[src/rtl/two_axis_step_clamped_mover_assert.svh]
// Assertion macros for the two-axis step mover.
// Expects clk and rst_n in the scope where a macro is used.
`ifndef TWO_AXIS_STEP_CLAMPED_MOVER_ASSERT_SVH
`define TWO_AXIS_STEP_CLAMPED_MOVER_ASSERT_SVH

// same-cycle implication
`define TASCM_ASSERT_SAME(label, ante, cons) \
    label: assert property (@(posedge clk) disable iff (!rst_n) (ante) |-> (cons)) \
        else $error("tascm: same-cycle check failed");

// next-cycle implication
`define TASCM_ASSERT_NEXT(label, ante, cons) \
    label: assert property (@(posedge clk) disable iff (!rst_n) (ante) |=> (cons)) \
        else $error("tascm: next-cycle check failed");

`endif

[src/rtl/tascm_pkg.sv]
// Shared types and constants for the two-axis step mover.
// No dependencies; imported by tascm_mac, the top level and the testbench files.
`timescale 1ns / 1ps

package tascm_pkg;

    localparam int ANGLE_WIDTH        = 32;
    localparam int SCALE_WIDTH        = 28;
    localparam int CAP_WIDTH          = 6;
    localparam int REMAIN_WIDTH       = 32;
    localparam int POSITION_WIDTH_DEF = 32;

    // |3b - 2a| < 5 * 2^31 fits in 34 bits, split into two 17-bit slices
    localparam int MAG_WIDTH   = 34;
    localparam int SLICE_WIDTH = MAG_WIDTH / 2;
    localparam int PROD_WIDTH  = SLICE_WIDTH + SCALE_WIDTH;
    localparam int ACC_WIDTH   = MAG_WIDTH + SCALE_WIDTH;
    localparam int FRAC_DROP   = 32;
    localparam int QUOT_WIDTH  = ACC_WIDTH - FRAC_DROP;

    localparam int ADDR_WIDTH    = 3;
    localparam int DATA_WIDTH    = 32;
    localparam int REG_INDEX_BIT = 2;

    localparam logic [SCALE_WIDTH-1:0] STEP_SCALE_RESET = 28'd133508843;
    localparam logic [CAP_WIDTH-1:0]   STEP_CAP_RESET   = 6'd12;

    localparam logic REG_STEP_SCALE = 1'b0;
    localparam logic REG_STEP_CAP   = 1'b1;

    localparam logic MODE_MOVE  = 1'b0;
    localparam logic MODE_CLEAR = 1'b1;

    typedef enum logic [3:0] {
        ST_IDLE,
        ST_PREP,
        ST_MUL_LO,
        ST_MUL_HI,
        ST_ACC,
        ST_TARGET,
        ST_DELTA,
        ST_PLAN,
        ST_REMAIN,
        ST_EMIT
    } state_t;

    typedef struct packed {
        logic                          mode;
        logic signed [ANGLE_WIDTH-1:0] angle_a;
        logic signed [ANGLE_WIDTH-1:0] angle_b;
    } move_req_t;

    typedef struct packed {
        logic                           pulse_a;
        logic                           reverse_a;
        logic                           pulse_b;
        logic                           reverse_b;
        logic signed [REMAIN_WIDTH-1:0] remaining_a;
        logic signed [REMAIN_WIDTH-1:0] remaining_b;
        logic                           final_item;
    } step_res_t;

    typedef struct packed {
        logic mul_en;
        logic mul_hi;
        logic acc_load;
        logic acc_add;
    } mac_ctrl_t;

endpackage

[src/rtl/tascm_mac.sv]
// Shared multiply-accumulate unit: |operand| * step_scale in two 17-bit slices.
// Depends on tascm_pkg.
`timescale 1ns / 1ps

module tascm_mac (
    input  logic                                clk,
    input  tascm_pkg::mac_ctrl_t                ctrl,
    input  logic [tascm_pkg::MAG_WIDTH-1:0]     operand,
    input  logic [tascm_pkg::SCALE_WIDTH-1:0]   scale,
    output logic [tascm_pkg::QUOT_WIDTH-1:0]    quotient
);
    import tascm_pkg::*;

    logic [SLICE_WIDTH-1:0] slice;
    logic [PROD_WIDTH-1:0]  prod_reg, prod_next;
    logic [ACC_WIDTH-1:0]   acc_reg, acc_next;

    assign slice = ctrl.mul_hi ? operand[MAG_WIDTH-1 -: SLICE_WIDTH]
                               : operand[SLICE_WIDTH-1:0];

    always_comb
    begin
        prod_next = prod_reg;
        if (ctrl.mul_en)
        begin
            prod_next = slice * scale;
        end
    end

    always_comb
    begin
        acc_next = acc_reg;
        if (ctrl.acc_load)
        begin
            acc_next = ACC_WIDTH'(prod_reg);
        end
        else if (ctrl.acc_add)
        begin
            // product never reaches 2^62, no carry out
            acc_next = acc_reg + (ACC_WIDTH'(prod_reg) << SLICE_WIDTH);
        end
    end

    always_ff @(posedge clk)
    begin
        prod_reg <= prod_next;
        acc_reg  <= acc_next;
    end

    // drop 32 fraction bits; sign is applied by the caller (round toward zero)
    assign quotient = acc_reg[ACC_WIDTH-1:FRAC_DROP];

endmodule

[src/rtl/two_axis_step_clamped_mover.sv]
// Two-axis step mover: a move request gives max(1, N) step results, where N is the
// larger clamped step count of the two motors (at most step_cap). Both targets go
// through one shared 17x28 multiplier, two slices per axis, then delta, clamp and
// odometer update, then one step result per cycle while out_stall is low. in_stall
// stays high for the whole move. A clear request is taken while idle and gives no
// result. Depends on tascm_pkg, tascm_mac and the assertion header.
`timescale 1ns / 1ps

`include "two_axis_step_clamped_mover_assert.svh"

module two_axis_step_clamped_mover #(
    parameter int POSITION_WIDTH = tascm_pkg::POSITION_WIDTH_DEF
) (
    input  logic                              clk,
    input  logic                              rst_n,
    input  logic                              psel,
    input  logic                              penable,
    input  logic                              pwrite,
    input  logic [tascm_pkg::ADDR_WIDTH-1:0]  paddr,
    input  logic [tascm_pkg::DATA_WIDTH-1:0]  pwdata,
    output logic [tascm_pkg::DATA_WIDTH-1:0]  prdata,
    output logic                              pready,
    input  logic                              in_valid,
    output logic                              in_stall,
    input  tascm_pkg::move_req_t              in_data,
    output logic                              out_valid,
    input  logic                              out_stall,
    output tascm_pkg::step_res_t              out_data
);
    import tascm_pkg::*;

    localparam int PW = POSITION_WIDTH;
    localparam int DW = PW + 1;
    localparam int TW = ((QUOT_WIDTH > PW) ? QUOT_WIDTH : PW) + 1;
    localparam int RW = ((DW > REMAIN_WIDTH) ? DW : REMAIN_WIDTH) + 1;

    localparam logic signed [DW-1:0] POS_MAX = {2'b00, {(PW-1){1'b1}}};
    localparam logic signed [DW-1:0] POS_MIN = {2'b11, {(PW-1){1'b0}}};
    localparam logic [TW-1:0] LIM_POS = {{(TW-PW+1){1'b0}}, {(PW-1){1'b1}}};
    localparam logic [TW-1:0] LIM_NEG = LIM_POS + 1'b1;
    localparam logic signed [RW-1:0] REM_MAX =
        {{(RW-REMAIN_WIDTH+1){1'b0}}, {(REMAIN_WIDTH-1){1'b1}}};
    localparam logic signed [RW-1:0] REM_MIN =
        {{(RW-REMAIN_WIDTH+1){1'b1}}, {(REMAIN_WIDTH-1){1'b0}}};

    function automatic logic signed [DW-1:0] widen(input logic signed [PW-1:0] v);
        return {v[PW-1], v};
    endfunction

    function automatic logic [DW-1:0] n_a_ext_w(input logic [CAP_WIDTH-1:0] n);
        return {{(DW-CAP_WIDTH){1'b0}}, n};
    endfunction

    function automatic logic signed [PW-1:0] sat_pos(input logic signed [DW-1:0] v);
        logic signed [PW-1:0] r;
        if (v > POS_MAX)
        begin
            r = POS_MAX[PW-1:0];
        end
        else if (v < POS_MIN)
        begin
            r = POS_MIN[PW-1:0];
        end
        else
        begin
            r = v[PW-1:0];
        end
        return r;
    endfunction

    function automatic logic signed [REMAIN_WIDTH-1:0] sat_rem(
        input logic signed [DW-1:0] v
    );
        logic signed [RW-1:0]           x;
        logic signed [REMAIN_WIDTH-1:0] r;
        x = {{(RW-DW){v[DW-1]}}, v};
        if (x > REM_MAX)
        begin
            r = REM_MAX[REMAIN_WIDTH-1:0];
        end
        else if (x < REM_MIN)
        begin
            r = REM_MIN[REMAIN_WIDTH-1:0];
        end
        else
        begin
            r = x[REMAIN_WIDTH-1:0];
        end
        return r;
    endfunction

    // control
    state_t state_reg, state_next;
    logic   axis_reg, axis_next;
    logic   out_valid_reg, out_valid_next;
    logic [SCALE_WIDTH-1:0] scale_reg, scale_next;
    logic [CAP_WIDTH-1:0]   cap_reg, cap_next;
    logic signed [PW-1:0]   pos_a_reg, pos_a_next, pos_b_reg, pos_b_next;

    // payload
    logic signed [ANGLE_WIDTH-1:0] angle_a_reg, angle_a_next, angle_b_reg, angle_b_next;
    logic [MAG_WIDTH-1:0]   mag_a_reg, mag_a_next, mag_b_reg, mag_b_next;
    logic                   neg_a_reg, neg_a_next, neg_b_reg, neg_b_next;
    logic signed [PW-1:0]   tgt_a_reg, tgt_a_next, tgt_b_reg, tgt_b_next;
    logic signed [DW-1:0]   delta_a_reg, delta_a_next, delta_b_reg, delta_b_next;
    logic [CAP_WIDTH-1:0]   n_a_reg, n_a_next, n_b_reg, n_b_next;
    logic                   rev_a_reg, rev_a_next, rev_b_reg, rev_b_next;
    logic signed [REMAIN_WIDTH-1:0] rem_a_reg, rem_a_next, rem_b_reg, rem_b_next;
    logic [CAP_WIDTH-1:0]   cnt_reg, cnt_next, idx_reg, idx_next;
    step_res_t              out_data_reg, out_data_next;

    // combinational
    logic                   accept;
    logic                   cfg_write;
    logic                   reg_index;
    logic                   slot_free;
    logic                   emit_load;
    logic                   emit_last;
    mac_ctrl_t              mac_ctrl;
    logic [MAG_WIDTH-1:0]   mac_operand;
    logic [QUOT_WIDTH-1:0]  quotient;
    logic signed [MAG_WIDTH:0] ext_a, ext_b, mix_b, abs_a, abs_b;
    logic                   cur_neg;
    logic [TW-1:0]          q_ext;
    logic [TW-1:0]          q_neg;
    logic signed [PW-1:0]   tgt_new;
    logic [DW-1:0]          mag_da, mag_db;
    logic [CAP_WIDTH-1:0]   n_a_new, n_b_new;
    logic [DW-1:0]          n_a_ext, n_b_ext;
    logic [CAP_WIDTH-1:0]   cnt_max;

    // ---------------- configuration port ----------------
    assign pready    = 1'b1;
    assign cfg_write = psel && penable && pwrite;
    assign reg_index = paddr[REG_INDEX_BIT];

    always_comb
    begin
        scale_next = scale_reg;
        cap_next   = cap_reg;
        if (cfg_write)
        begin
            unique case (reg_index)
                REG_STEP_SCALE: scale_next = pwdata[SCALE_WIDTH-1:0];
                REG_STEP_CAP:   cap_next   = pwdata[CAP_WIDTH-1:0];
                default:        scale_next = scale_reg;
            endcase
        end
    end

    always_comb
    begin
        unique case (reg_index)
            REG_STEP_SCALE: prdata = DATA_WIDTH'(scale_reg);
            REG_STEP_CAP:   prdata = DATA_WIDTH'(cap_reg);
            default:        prdata = '0;
        endcase
    end

    // ---------------- sequencer ----------------
    assign accept    = in_valid && !in_stall;
    assign slot_free = !out_valid_reg || !out_stall;
    assign emit_last = (idx_reg == (cnt_reg - 1'b1));

    always_comb
    begin
        state_next = state_reg;
        unique case (state_reg)
            ST_IDLE:
            begin
                if (in_valid && in_data.mode != MODE_CLEAR)
                begin
                    state_next = ST_PREP;
                end
            end
            ST_PREP:   state_next = ST_MUL_LO;
            ST_MUL_LO: state_next = ST_MUL_HI;
            ST_MUL_HI: state_next = ST_ACC;
            ST_ACC:    state_next = ST_TARGET;
            ST_TARGET: state_next = axis_reg ? ST_DELTA : ST_MUL_LO;
            ST_DELTA:  state_next = ST_PLAN;
            ST_PLAN:   state_next = ST_REMAIN;
            ST_REMAIN: state_next = ST_EMIT;
            ST_EMIT:
            begin
                if (slot_free && emit_last)
                begin
                    state_next = ST_IDLE;
                end
            end
            default:   state_next = ST_IDLE;
        endcase
    end

    always_comb
    begin
        in_stall  = 1'b1;
        mac_ctrl  = '0;
        emit_load = 1'b0;
        unique case (state_reg)
            ST_IDLE:   in_stall = 1'b0;
            ST_MUL_LO: mac_ctrl.mul_en = 1'b1;
            ST_MUL_HI:
            begin
                mac_ctrl.mul_en   = 1'b1;
                mac_ctrl.mul_hi   = 1'b1;
                mac_ctrl.acc_load = 1'b1;
            end
            ST_ACC:    mac_ctrl.acc_add = 1'b1;
            ST_EMIT:   emit_load = slot_free;
            default:   in_stall = 1'b1;
        endcase
    end

    // ---------------- shared multiplier ----------------
    assign mac_operand = axis_reg ? mag_b_reg : mag_a_reg;

    tascm_mac u_mac (
        .clk      (clk),
        .ctrl     (mac_ctrl),
        .operand  (mac_operand),
        .scale    (scale_reg),
        .quotient (quotient)
    );

    // ---------------- datapath ----------------
    assign ext_a = {{(MAG_WIDTH+1-ANGLE_WIDTH){angle_a_reg[ANGLE_WIDTH-1]}}, angle_a_reg};
    assign ext_b = {{(MAG_WIDTH+1-ANGLE_WIDTH){angle_b_reg[ANGLE_WIDTH-1]}}, angle_b_reg};
    assign mix_b = (ext_b <<< 1) + ext_b - (ext_a <<< 1);
    assign abs_a = ext_a[MAG_WIDTH] ? -ext_a : ext_a;
    assign abs_b = mix_b[MAG_WIDTH] ? -mix_b : mix_b;

    // signed target from magnitude quotient, saturated to the odometer range
    assign cur_neg = axis_reg ? neg_b_reg : neg_a_reg;
    assign q_ext   = {{(TW-QUOT_WIDTH){1'b0}}, quotient};
    assign q_neg   = -q_ext;

    always_comb
    begin
        if (cur_neg)
        begin
            tgt_new = (q_ext > LIM_NEG) ? POS_MIN[PW-1:0] : q_neg[PW-1:0];
        end
        else
        begin
            tgt_new = (q_ext > LIM_POS) ? POS_MAX[PW-1:0] : q_ext[PW-1:0];
        end
    end

    assign mag_da  = delta_a_reg[DW-1] ? -delta_a_reg : delta_a_reg;
    assign mag_db  = delta_b_reg[DW-1] ? -delta_b_reg : delta_b_reg;
    assign n_a_new = (mag_da < DW'(cap_reg)) ? mag_da[CAP_WIDTH-1:0] : cap_reg;
    assign n_b_new = (mag_db < DW'(cap_reg)) ? mag_db[CAP_WIDTH-1:0] : cap_reg;
    assign n_a_ext = {{(DW-CAP_WIDTH){1'b0}}, n_a_reg};
    assign n_b_ext = {{(DW-CAP_WIDTH){1'b0}}, n_b_reg};
    assign cnt_max = (n_a_reg > n_b_reg) ? n_a_reg : n_b_reg;

    always_comb
    begin
        axis_next     = axis_reg;
        pos_a_next    = pos_a_reg;
        pos_b_next    = pos_b_reg;
        angle_a_next  = angle_a_reg;
        angle_b_next  = angle_b_reg;
        mag_a_next    = mag_a_reg;
        mag_b_next    = mag_b_reg;
        neg_a_next    = neg_a_reg;
        neg_b_next    = neg_b_reg;
        tgt_a_next    = tgt_a_reg;
        tgt_b_next    = tgt_b_reg;
        delta_a_next  = delta_a_reg;
        delta_b_next  = delta_b_reg;
        n_a_next      = n_a_reg;
        n_b_next      = n_b_reg;
        rev_a_next    = rev_a_reg;
        rev_b_next    = rev_b_reg;
        rem_a_next    = rem_a_reg;
        rem_b_next    = rem_b_reg;
        cnt_next      = cnt_reg;
        idx_next      = idx_reg;
        out_data_next = out_data_reg;

        if (accept)
        begin
            angle_a_next = in_data.angle_a;
            angle_b_next = in_data.angle_b;
            axis_next    = 1'b0;
            if (in_data.mode == MODE_CLEAR)
            begin
                pos_a_next = '0;
                pos_b_next = '0;
            end
        end

        case (state_reg)
            ST_PREP:
            begin
                mag_a_next = abs_a[MAG_WIDTH-1:0];
                mag_b_next = abs_b[MAG_WIDTH-1:0];
                neg_a_next = ext_a[MAG_WIDTH];
                neg_b_next = mix_b[MAG_WIDTH];
            end
            ST_TARGET:
            begin
                if (axis_reg)
                begin
                    tgt_b_next = tgt_new;
                end
                else
                begin
                    tgt_a_next = tgt_new;
                    axis_next  = 1'b1;
                end
            end
            ST_DELTA:
            begin
                delta_a_next = widen(tgt_a_reg) - widen(pos_a_reg);
                delta_b_next = widen(tgt_b_reg) - widen(pos_b_reg);
            end
            ST_PLAN:
            begin
                n_a_next   = n_a_new;
                n_b_next   = n_b_new;
                rev_a_next = delta_a_reg[DW-1];
                rev_b_next = delta_b_reg[DW-1];
                pos_a_next = sat_pos(delta_a_reg[DW-1]
                                     ? widen(pos_a_reg) - $signed(n_a_ext_w(n_a_new))
                                     : widen(pos_a_reg) + $signed(n_a_ext_w(n_a_new)));
                pos_b_next = sat_pos(delta_b_reg[DW-1]
                                     ? widen(pos_b_reg) - $signed(n_a_ext_w(n_b_new))
                                     : widen(pos_b_reg) + $signed(n_a_ext_w(n_b_new)));
            end
            ST_REMAIN:
            begin
                rem_a_next = sat_rem(widen(tgt_a_reg) - widen(pos_a_reg));
                rem_b_next = sat_rem(widen(tgt_b_reg) - widen(pos_b_reg));
                cnt_next   = (cnt_max == '0) ? CAP_WIDTH'(1) : cnt_max;
                idx_next   = '0;
            end
            default:
            begin
                idx_next = idx_reg;
            end
        endcase

        if (emit_load)
        begin
            out_data_next.pulse_a     = ({{(DW-CAP_WIDTH){1'b0}}, idx_reg} < n_a_ext);
            out_data_next.reverse_a   = rev_a_reg;
            out_data_next.pulse_b     = ({{(DW-CAP_WIDTH){1'b0}}, idx_reg} < n_b_ext);
            out_data_next.reverse_b   = rev_b_reg;
            out_data_next.remaining_a = emit_last ? rem_a_reg : '0;
            out_data_next.remaining_b = emit_last ? rem_b_reg : '0;
            out_data_next.final_item  = emit_last;
            idx_next                  = idx_reg + 1'b1;
        end
    end

    always_comb
    begin
        out_valid_next = out_valid_reg;
        if (emit_load)
        begin
            out_valid_next = 1'b1;
        end
        else if (!out_stall)
        begin
            out_valid_next = 1'b0;
        end
    end

    always_ff @(posedge clk or negedge rst_n)
    begin
        if (!rst_n)
        begin
            state_reg     <= ST_IDLE;
            axis_reg      <= 1'b0;
            out_valid_reg <= 1'b0;
            scale_reg     <= STEP_SCALE_RESET;
            cap_reg       <= STEP_CAP_RESET;
            pos_a_reg     <= '0;
            pos_b_reg     <= '0;
        end
        else
        begin
            state_reg     <= state_next;
            axis_reg      <= axis_next;
            out_valid_reg <= out_valid_next;
            scale_reg     <= scale_next;
            cap_reg       <= cap_next;
            pos_a_reg     <= pos_a_next;
            pos_b_reg     <= pos_b_next;
        end
    end

    always_ff @(posedge clk)
    begin
        angle_a_reg  <= angle_a_next;
        angle_b_reg  <= angle_b_next;
        mag_a_reg    <= mag_a_next;
        mag_b_reg    <= mag_b_next;
        neg_a_reg    <= neg_a_next;
        neg_b_reg    <= neg_b_next;
        tgt_a_reg    <= tgt_a_next;
        tgt_b_reg    <= tgt_b_next;
        delta_a_reg  <= delta_a_next;
        delta_b_reg  <= delta_b_next;
        n_a_reg      <= n_a_next;
        n_b_reg      <= n_b_next;
        rev_a_reg    <= rev_a_next;
        rev_b_reg    <= rev_b_next;
        rem_a_reg    <= rem_a_next;
        rem_b_reg    <= rem_b_next;
        cnt_reg      <= cnt_next;
        idx_reg      <= idx_next;
        out_data_reg <= out_data_next;
    end

    assign out_valid = out_valid_reg;
    assign out_data  = out_data_reg;

    // ---------------- assertions ----------------
    // a move keeps the input side closed on the following cycle
    `TASCM_ASSERT_NEXT(a_move_busy, in_valid && !in_stall && in_data.mode == MODE_MOVE, in_stall)
    // results of one move leave back to back once the sink takes them
    `TASCM_ASSERT_NEXT(a_burst_gapless, out_valid && !out_stall && !out_data.final_item, out_valid)
    // when the sequencer is idle only the last result of a move can be pending
    `TASCM_ASSERT_SAME(a_idle_final, !in_stall && out_valid, out_data.final_item)

endmodule

[config.mk]
export PLATFORM = sky130hd
export DESIGN_NAME = two_axis_step_clamped_mover
export DESIGN_NICKNAME = d
export VERILOG_FILES = /design/src/rtl/tascm_pkg.sv /design/src/rtl/tascm_mac.sv /design/src/rtl/two_axis_step_clamped_mover.sv
export VERILOG_INCLUDE_DIRS = /design/src /design/src/rtl
export SDC_FILE = /design/constraint.sdc
export NUM_CORES = 2
export LEC_CHECK = 0
export BUFFER_PORTS_ARGS = -buffer_cell sky130_fd_sc_hd__buf_4
export CORE_MARGIN = 5
export CORE_UTILIZATION = 68
export CTS_BUF_LIST = sky130_fd_sc_hd__clkbuf_8
export DETAILED_ROUTE_END_ITERATION = 12
export PLACE_DENSITY_LB_ADDON = 0.08
export SLEW_MARGIN = 25
export SYNTH_ARGS = -nofsm -noshare
export SYNTH_HDL_FRONTEND = slang
export SYNTH_SLANG_ARGS = --single-unit
[constraint.sdc]
create_clock -name clk -period 16.7 [get_ports clk]
set_clock_uncertainty 0.05 [all_clocks]
set_input_delay 3.34 -clock clk [delete_from_list [all_inputs] [get_ports clk]]
set_output_delay 3.34 -clock clk [all_outputs]
set_load 0.03 [all_outputs]
# [After elaboration in Yosys (flattened, before gate mapping)]
# Index checks and enable logic that the tools add are counted.
# Widths: inputs -> output; s select.
[word_totals] register_bits=634 output_inout_bits=104 wordCells=149
[classes] add_sub_neg=16 n_mul=1 order_cmp=15 eq_ne=13 n_mux=44 bitwise_logic=3 reduce_logical=21
[ops] operator="$mux 32" n=12
[ops] operator="$gt 33x32->1 const B" n=4
[ops] operator="$lt 33x32->1 const B" n=4
[ops] operator="$mux 33" n=4
[ops] operator="$mux 45" n=2
[ops] operator="$mux 34" n=2
[ops] operator="$add 32x7->33" n=2
[ops] operator="$lt 33x6->1" n=2
[ops] operator="$neg 33->33" n=2
[ops] operator="$sub 32x32->33" n=2
[ops] operator="$sub 32x7->33" n=2
[ops] operator="$pmux 32 s2" n=1
[ops] operator="$add 62x62->62" n=1
[ops] operator="$mux 31" n=2
[ops] operator="$mul 17x28->45" n=1
[ops] operator="$pmux 4 s10" n=1
[ops] operator="$sub 34x33->35" n=1
[ops] operator="$add 33x32->34" n=1
[ops] operator="$neg 32->34" n=1
[ops] operator="$neg 34->34" n=1
[ops] operator="$gt 30x32->1 const B" n=1
[ops] operator="$neg 30->32" n=1
[ops] operator="$gt 30x31->1 const B" n=1
[ops] operator="$mux 6" n=5
[ops] operator="25 further kinds" n=57

# [Depth between registers and ports, before layout]
[logic_depth] word_depth=10 mapped_depth=34 ltp_nobuf=32

# [Modules after synthesis]
# A second synthesis with hierarchy kept.
[unflattened] cells_unflattened=5409 area_unflattened_um2=54192.0
[by_module_without_submodules] module="two_axis_step_clamped_mover" n_inst=1 cells_each=3074 area_per_inst_um2=33344.5 seq_area_each_um2=15331.0
[by_module_without_submodules] module="tascm_mac" n_inst=1 cells_each=2335 area_per_inst_um2=20847.5 seq_area_each_um2=2532.4

# [Worst setup path after synthesis]
# No wires, ideal clock.
[synth_path] kind="reg-to-reg" from="reg state_reg[3]" to="reg idx_reg[0] (enable)" arrival_time_ns=8.612 t_required_ns=16.323 path_slack_ns=7.711 path_stages_with_launch=4 period_less_slack_ns=8.989 path_cell_list="dfrtp_1 clkbuf_1 nor4b_1 nand2b_1"
[synth_between] elab_chain_len=3
[synth_lines] element="from (decl)" line="two_axis_step_clamped_mover.sv:93" rtl="state_t state_reg, state_next;"
[synth_lines] element="from (signal assigned)" line="two_axis_step_clamped_mover.sv:386" rtl="state_reg <= state_next;"
[synth_lines] element="$eq 4x4->1" line="two_axis_step_clamped_mover.sv:200" rtl="unique case (state_reg)"
[synth_lines] element="$mux 1" line="two_axis_step_clamped_mover.sv:200"
[synth_lines] element="$reduce_bool 2->1 (no line) (*)"
[synth_lines] element="to (signal assigned)" line="two_axis_step_clamped_mover.sv:415" rtl="idx_reg <= idx_next;"
[synth_lines] element="to (decl)" line="two_axis_step_clamped_mover.sv:109" rtl="logic [CAP_WIDTH-1:0] cnt_reg, cnt_next, idx_reg, idx_next;"
# Mark *: on every way between the ends. The rest lies on a longest branch, timed or not.
# A chain may end at the register's enable or synchronous reset.

# [Worst setup path in the final report]
[layout_path] from="reg axis_reg" to="reg u_mac.prod_reg[43] (data pin)"
[layout_between] elab_chain_len=3
[layout_lines] element="from (decl)" line="two_axis_step_clamped_mover.sv:94" rtl="logic axis_reg, axis_next;"
[layout_lines] element="from (signal assigned)" line="two_axis_step_clamped_mover.sv:387" rtl="axis_reg <= axis_next;"
[layout_lines] element="$mux 34" line="two_axis_step_clamped_mover.sv:216" rtl="assign mac_operand = axis_reg ? mag_b_reg : mag_a_reg;"
[layout_lines] element="$mux 17" line="tascm_mac.sv:18" rtl="assign slice = ctrl.mul_hi ? operand[MAG_WIDTH-1 -: SLICE_WIDTH]"
[layout_lines] element="$mul 17x28->45" line="tascm_mac.sv:26" rtl="prod_next = slice * scale;"
[layout_lines] element="to (signal assigned)" line="tascm_mac.sv:46" rtl="prod_reg <= prod_next;"
[layout_lines] element="to (decl)" line="tascm_mac.sv:15" rtl="logic [PROD_WIDTH-1:0] prod_reg, prod_next;"
# No other way between the ends.

==> run metrics <==
Place WS=approximately 7.3 ns; cell family with most CP delay=adder cells; Fin. Hold Viols=0; ys flop type=edfxtp_1; Final period util=0.572; drt first-iter violations=2895; crit path buf inv count=6; GRT Max-Usage Layer=met2; Clk Latency, worst-skew pair=0.72 ns; Max FO, Critical Path=28; Multi-input gate area=about 31000 µm²; Reg2Reg Launch Point=axis_reg; Slew Limit Fails=0; Initial Util=0.688; Total GRT Usage=0.306; post-synthesis cell area=52500 µm²; Worst-path clk slew=around 0.060 ns; Yosys warning count=0; First-pass DRT Iterations=6; share of cells above drive strength 1=0.0964; Crit path depth=27; WL/cell=19.5 µm; Setup crit start kind=flop; post-route ant nets=0; layout filler cell count=about 5500; number of enable flip-flop cells after synthesis=496; Reg area=~18000 µm²; worst r2r dst=u_mac.prod_reg[43]; die area=82800 µm²; max_slew headroom=0.316; crit path kind=reg -> reg; DP HPWL=95100 µm; most frequent CP cell=fa_1; global route total overflow=0; Post-CTS Resized=0; nets=roughly 6200; Min-Delay Path Class=reg -> reg; Root Driver=clkbuf_8; core footprint=76200 µm²; Crit path required time=17.10 ns; reg-to-reg slack, setup=7.15 ns; met3 global-route usage=0.0497; post-synthesis register bit count=617; chip height=288 µm; Critical Path End Type=flop; critical path startpoint=axis_reg; status=complete, no violations; WL final=125000 µm; Worst path slowest cell=mux4_2; # setup viols final=0; Setup Buffers After CTS=0; CTS tree=built; vias per std cell=5.99; total CTS buffers=around 100; port bufs=199; largest net degree at the start of global routing=72; asr flop ratio synth=0.169; sequential fraction of the synthesis area=0.340; Area Overhead vs Synth=8.61%; min Tclk post-route=9.55 ns; Die Wd=roughly 290 µm; cts hold-fix bufs=0; met1 usage=0.406; RD Place Congestion=approximately 0.94; initial antenna violation count=1; Max Buffers Root-to-Sink=3; clock sinks=617; # DRC=0; Setup TNS=0 ns; CP endpoint=u_mac.prod_reg[43]; H-Tree Level Count=3; final setup margin=7.15 ns; Peak Freq=0.105 GHz; I/O pin total=211; Mapped Cells=between 5000 and 6000; max_cap viols=0; Distinct cells, synth=97; first-pass GRT wire length=203000 µm; vias in the first global route=38900; CP Data Arrival Time=around 10 ns; global routing usage on met2=0.508; Slew @ Worst Pin=1.03 ns; # rows=101; RSZ-0062 raised after global routing=no; max reg flops=69; slowest cell delay on critical path=0.99 ns; syn_area_per_cell=between 10 and 15 µm²; reg2reg path depth=27; vias=38600
[how the worst min path moves through the flow]
stage	slack, ns	end	from	cells after the start
3_3_place_gp	0.35	out_data[65]	rev_b_reg	0
4_1_cts	0.37	out_data[67]	rev_a_reg	0
5_1_grt	0.39	out_data[65]	rev_b_reg	0
6_report	0.37	out_data[67]	rev_a_reg	0
3_5_place_dp	0.36	out_data[67]	rev_a_reg	0
2_1_floorplan	0.35	out_data[65]	rev_b_reg	0
[worst reg2reg max path: cells and delay by family (launching register included)]
| kind | cells | cell delay, ns |
|---|---|---|
| muxes | 1 | 0.99 |
| and+or+nand+nor | 1 | 0.24 |
| adders and majority gates | 7 | 3.42 |
| xor gates and xnor gates | 1 | 0.08 |
| DFF | 1 | 0.90 |
| AOI/OAI and AO/OA | 11 | 3.00 |
| buffers and inverters | 6 | 0.61 |
[layout make-up]
cell class | count | area share
diodes | 2 | 0.0000878
clock buffers | 112 | 0.0271
clock inverters | 80 | 0.0101
inverters | 684 | 0.0451
multi-input cells | 3676 | 0.550
flip-flops and latches | 617 | 0.314
well taps | 1030 | 0.0226
repair buffers | 237 | 0.0312
[cell families after synthesis]
kind of cell / Yosys count / synth area share
AO/OA/AOI/OAI: 993 / 0.127
other: 2 / 0.000143
XOR/XNOR: 332 / 0.0560
AND/OR/NAND/NOR: 1426 / 0.133
adder cells (fa/ha/maj): 847 / 0.260
buffers and inverters: 883 / 0.0642
flip-flops: 617 / 0.340
multiplexers: 71 / 0.0187
[synthesized netlist by cell type, types with 10 or more instances]
| library cell | number | area, µm² |
|---|---|---|
| nand2_1 | 542 | 2030 |
| and2_1 | 214 | 1340 |
| mux4_2 | 17 | 383 |
| a221o_1 | 60 | 601 |
| nand4_1 | 25 | 156 |
| or2_2 | 17 | 106 |
| xnor2_1 | 225 | 1970 |
| buf_1 | 41 | 154 |
| o41ai_1 | 11 | 96.3 |
| or3_1 | 28 | 175 |
| xor2_1 | 105 | 920 |
| a211oi_1 | 27 | 203 |
| nor4_1 | 35 | 219 |
| nor2_1 | 214 | 803 |
| inv_1 | 683 | 2560 |
| a21o_1 | 135 | 1010 |
| a31oi_1 | 35 | 219 |
| clkbuf_1 | 140 | 526 |
| o21a_1 | 58 | 435 |
| dfstp_2 | 21 | 552 |
| fa_1 | 426 | 8530 |
| o211ai_1 | 16 | 120 |
| o21bai_1 | 29 | 218 |
| edfxtp_1 | 496 | 14900 |
| o31a_1 | 16 | 140 |
| dfrtp_1 | 83 | 2080 |
| o21ai_0 | 177 | 886 |
| and3_1 | 29 | 181 |
| dfxtp_1 | 17 | 340 |
| maj3_1 | 60 | 601 |
| o31ai_1 | 40 | 300 |
| ha_1 | 361 | 4520 |
| nand3_1 | 65 | 325 |
| a21boi_0 | 10 | 75.1 |
| mux2i_1 | 10 | 100 |
| or4_1 | 26 | 195 |
| buf_2 | 10 | 50.1 |
| a21oi_1 | 267 | 1340 |
| nor2b_1 | 64 | 400 |
| mux2_2 | 43 | 484 |
| nor3_1 | 77 | 385 |
| nand2b_1 | 49 | 307 |
[through the flow]
step                      std cells   util  hold slack [ns]  cell area, µm²
after global placement         6244  0.720            0.352           54800
after detailed placement       6244  0.720            0.359           54800
after CTS                      6436  0.747            0.373           57000
final                          6438  0.748            0.373           57000
after global routing           6437  0.748            0.390           57000
after floorplan                5176      -            0.350           52500
[placed cells by master, fill, tap and decap left out, types with 17 or more instances in the layout]
cell,instances
mux2_2,43
nand2b_1,49
or2_2,17
buf_4,237
a221o_1,60
a211oi_1,27
fa_1,426
nor2_1,212
o21ai_0,177
a21o_1,135
or4_1,26
o31ai_1,40
o21bai_1,29
and2_1,213
a31oi_1,35
nor2b_1,64
xor2_1,104
edfxtp_1,496
nand3_1,65
a21oi_1,264
ha_1,361
clkbuf_8,112
nand2_1,542
nand4_1,25
dfxtp_1,17
o21a_1,58
and3_1,29
or3_1,28
mux4_2,17
inv_1,710
clkinv_1,21
nor3_1,72
nor4_1,34
maj3_1,60
xnor2_1,224
dfstp_2,21
dfrtp_1,83
[layer usage]
layer	up-vias	wire length, µm
met5	-	0
met4	0	5760
met3	296	8570
met2	1458	60100
met1	18700	50900
li1	18100	-
Power is not shown: default switching activity piles up to over one toggle a cycle in this logic, so the estimate is an artifact.
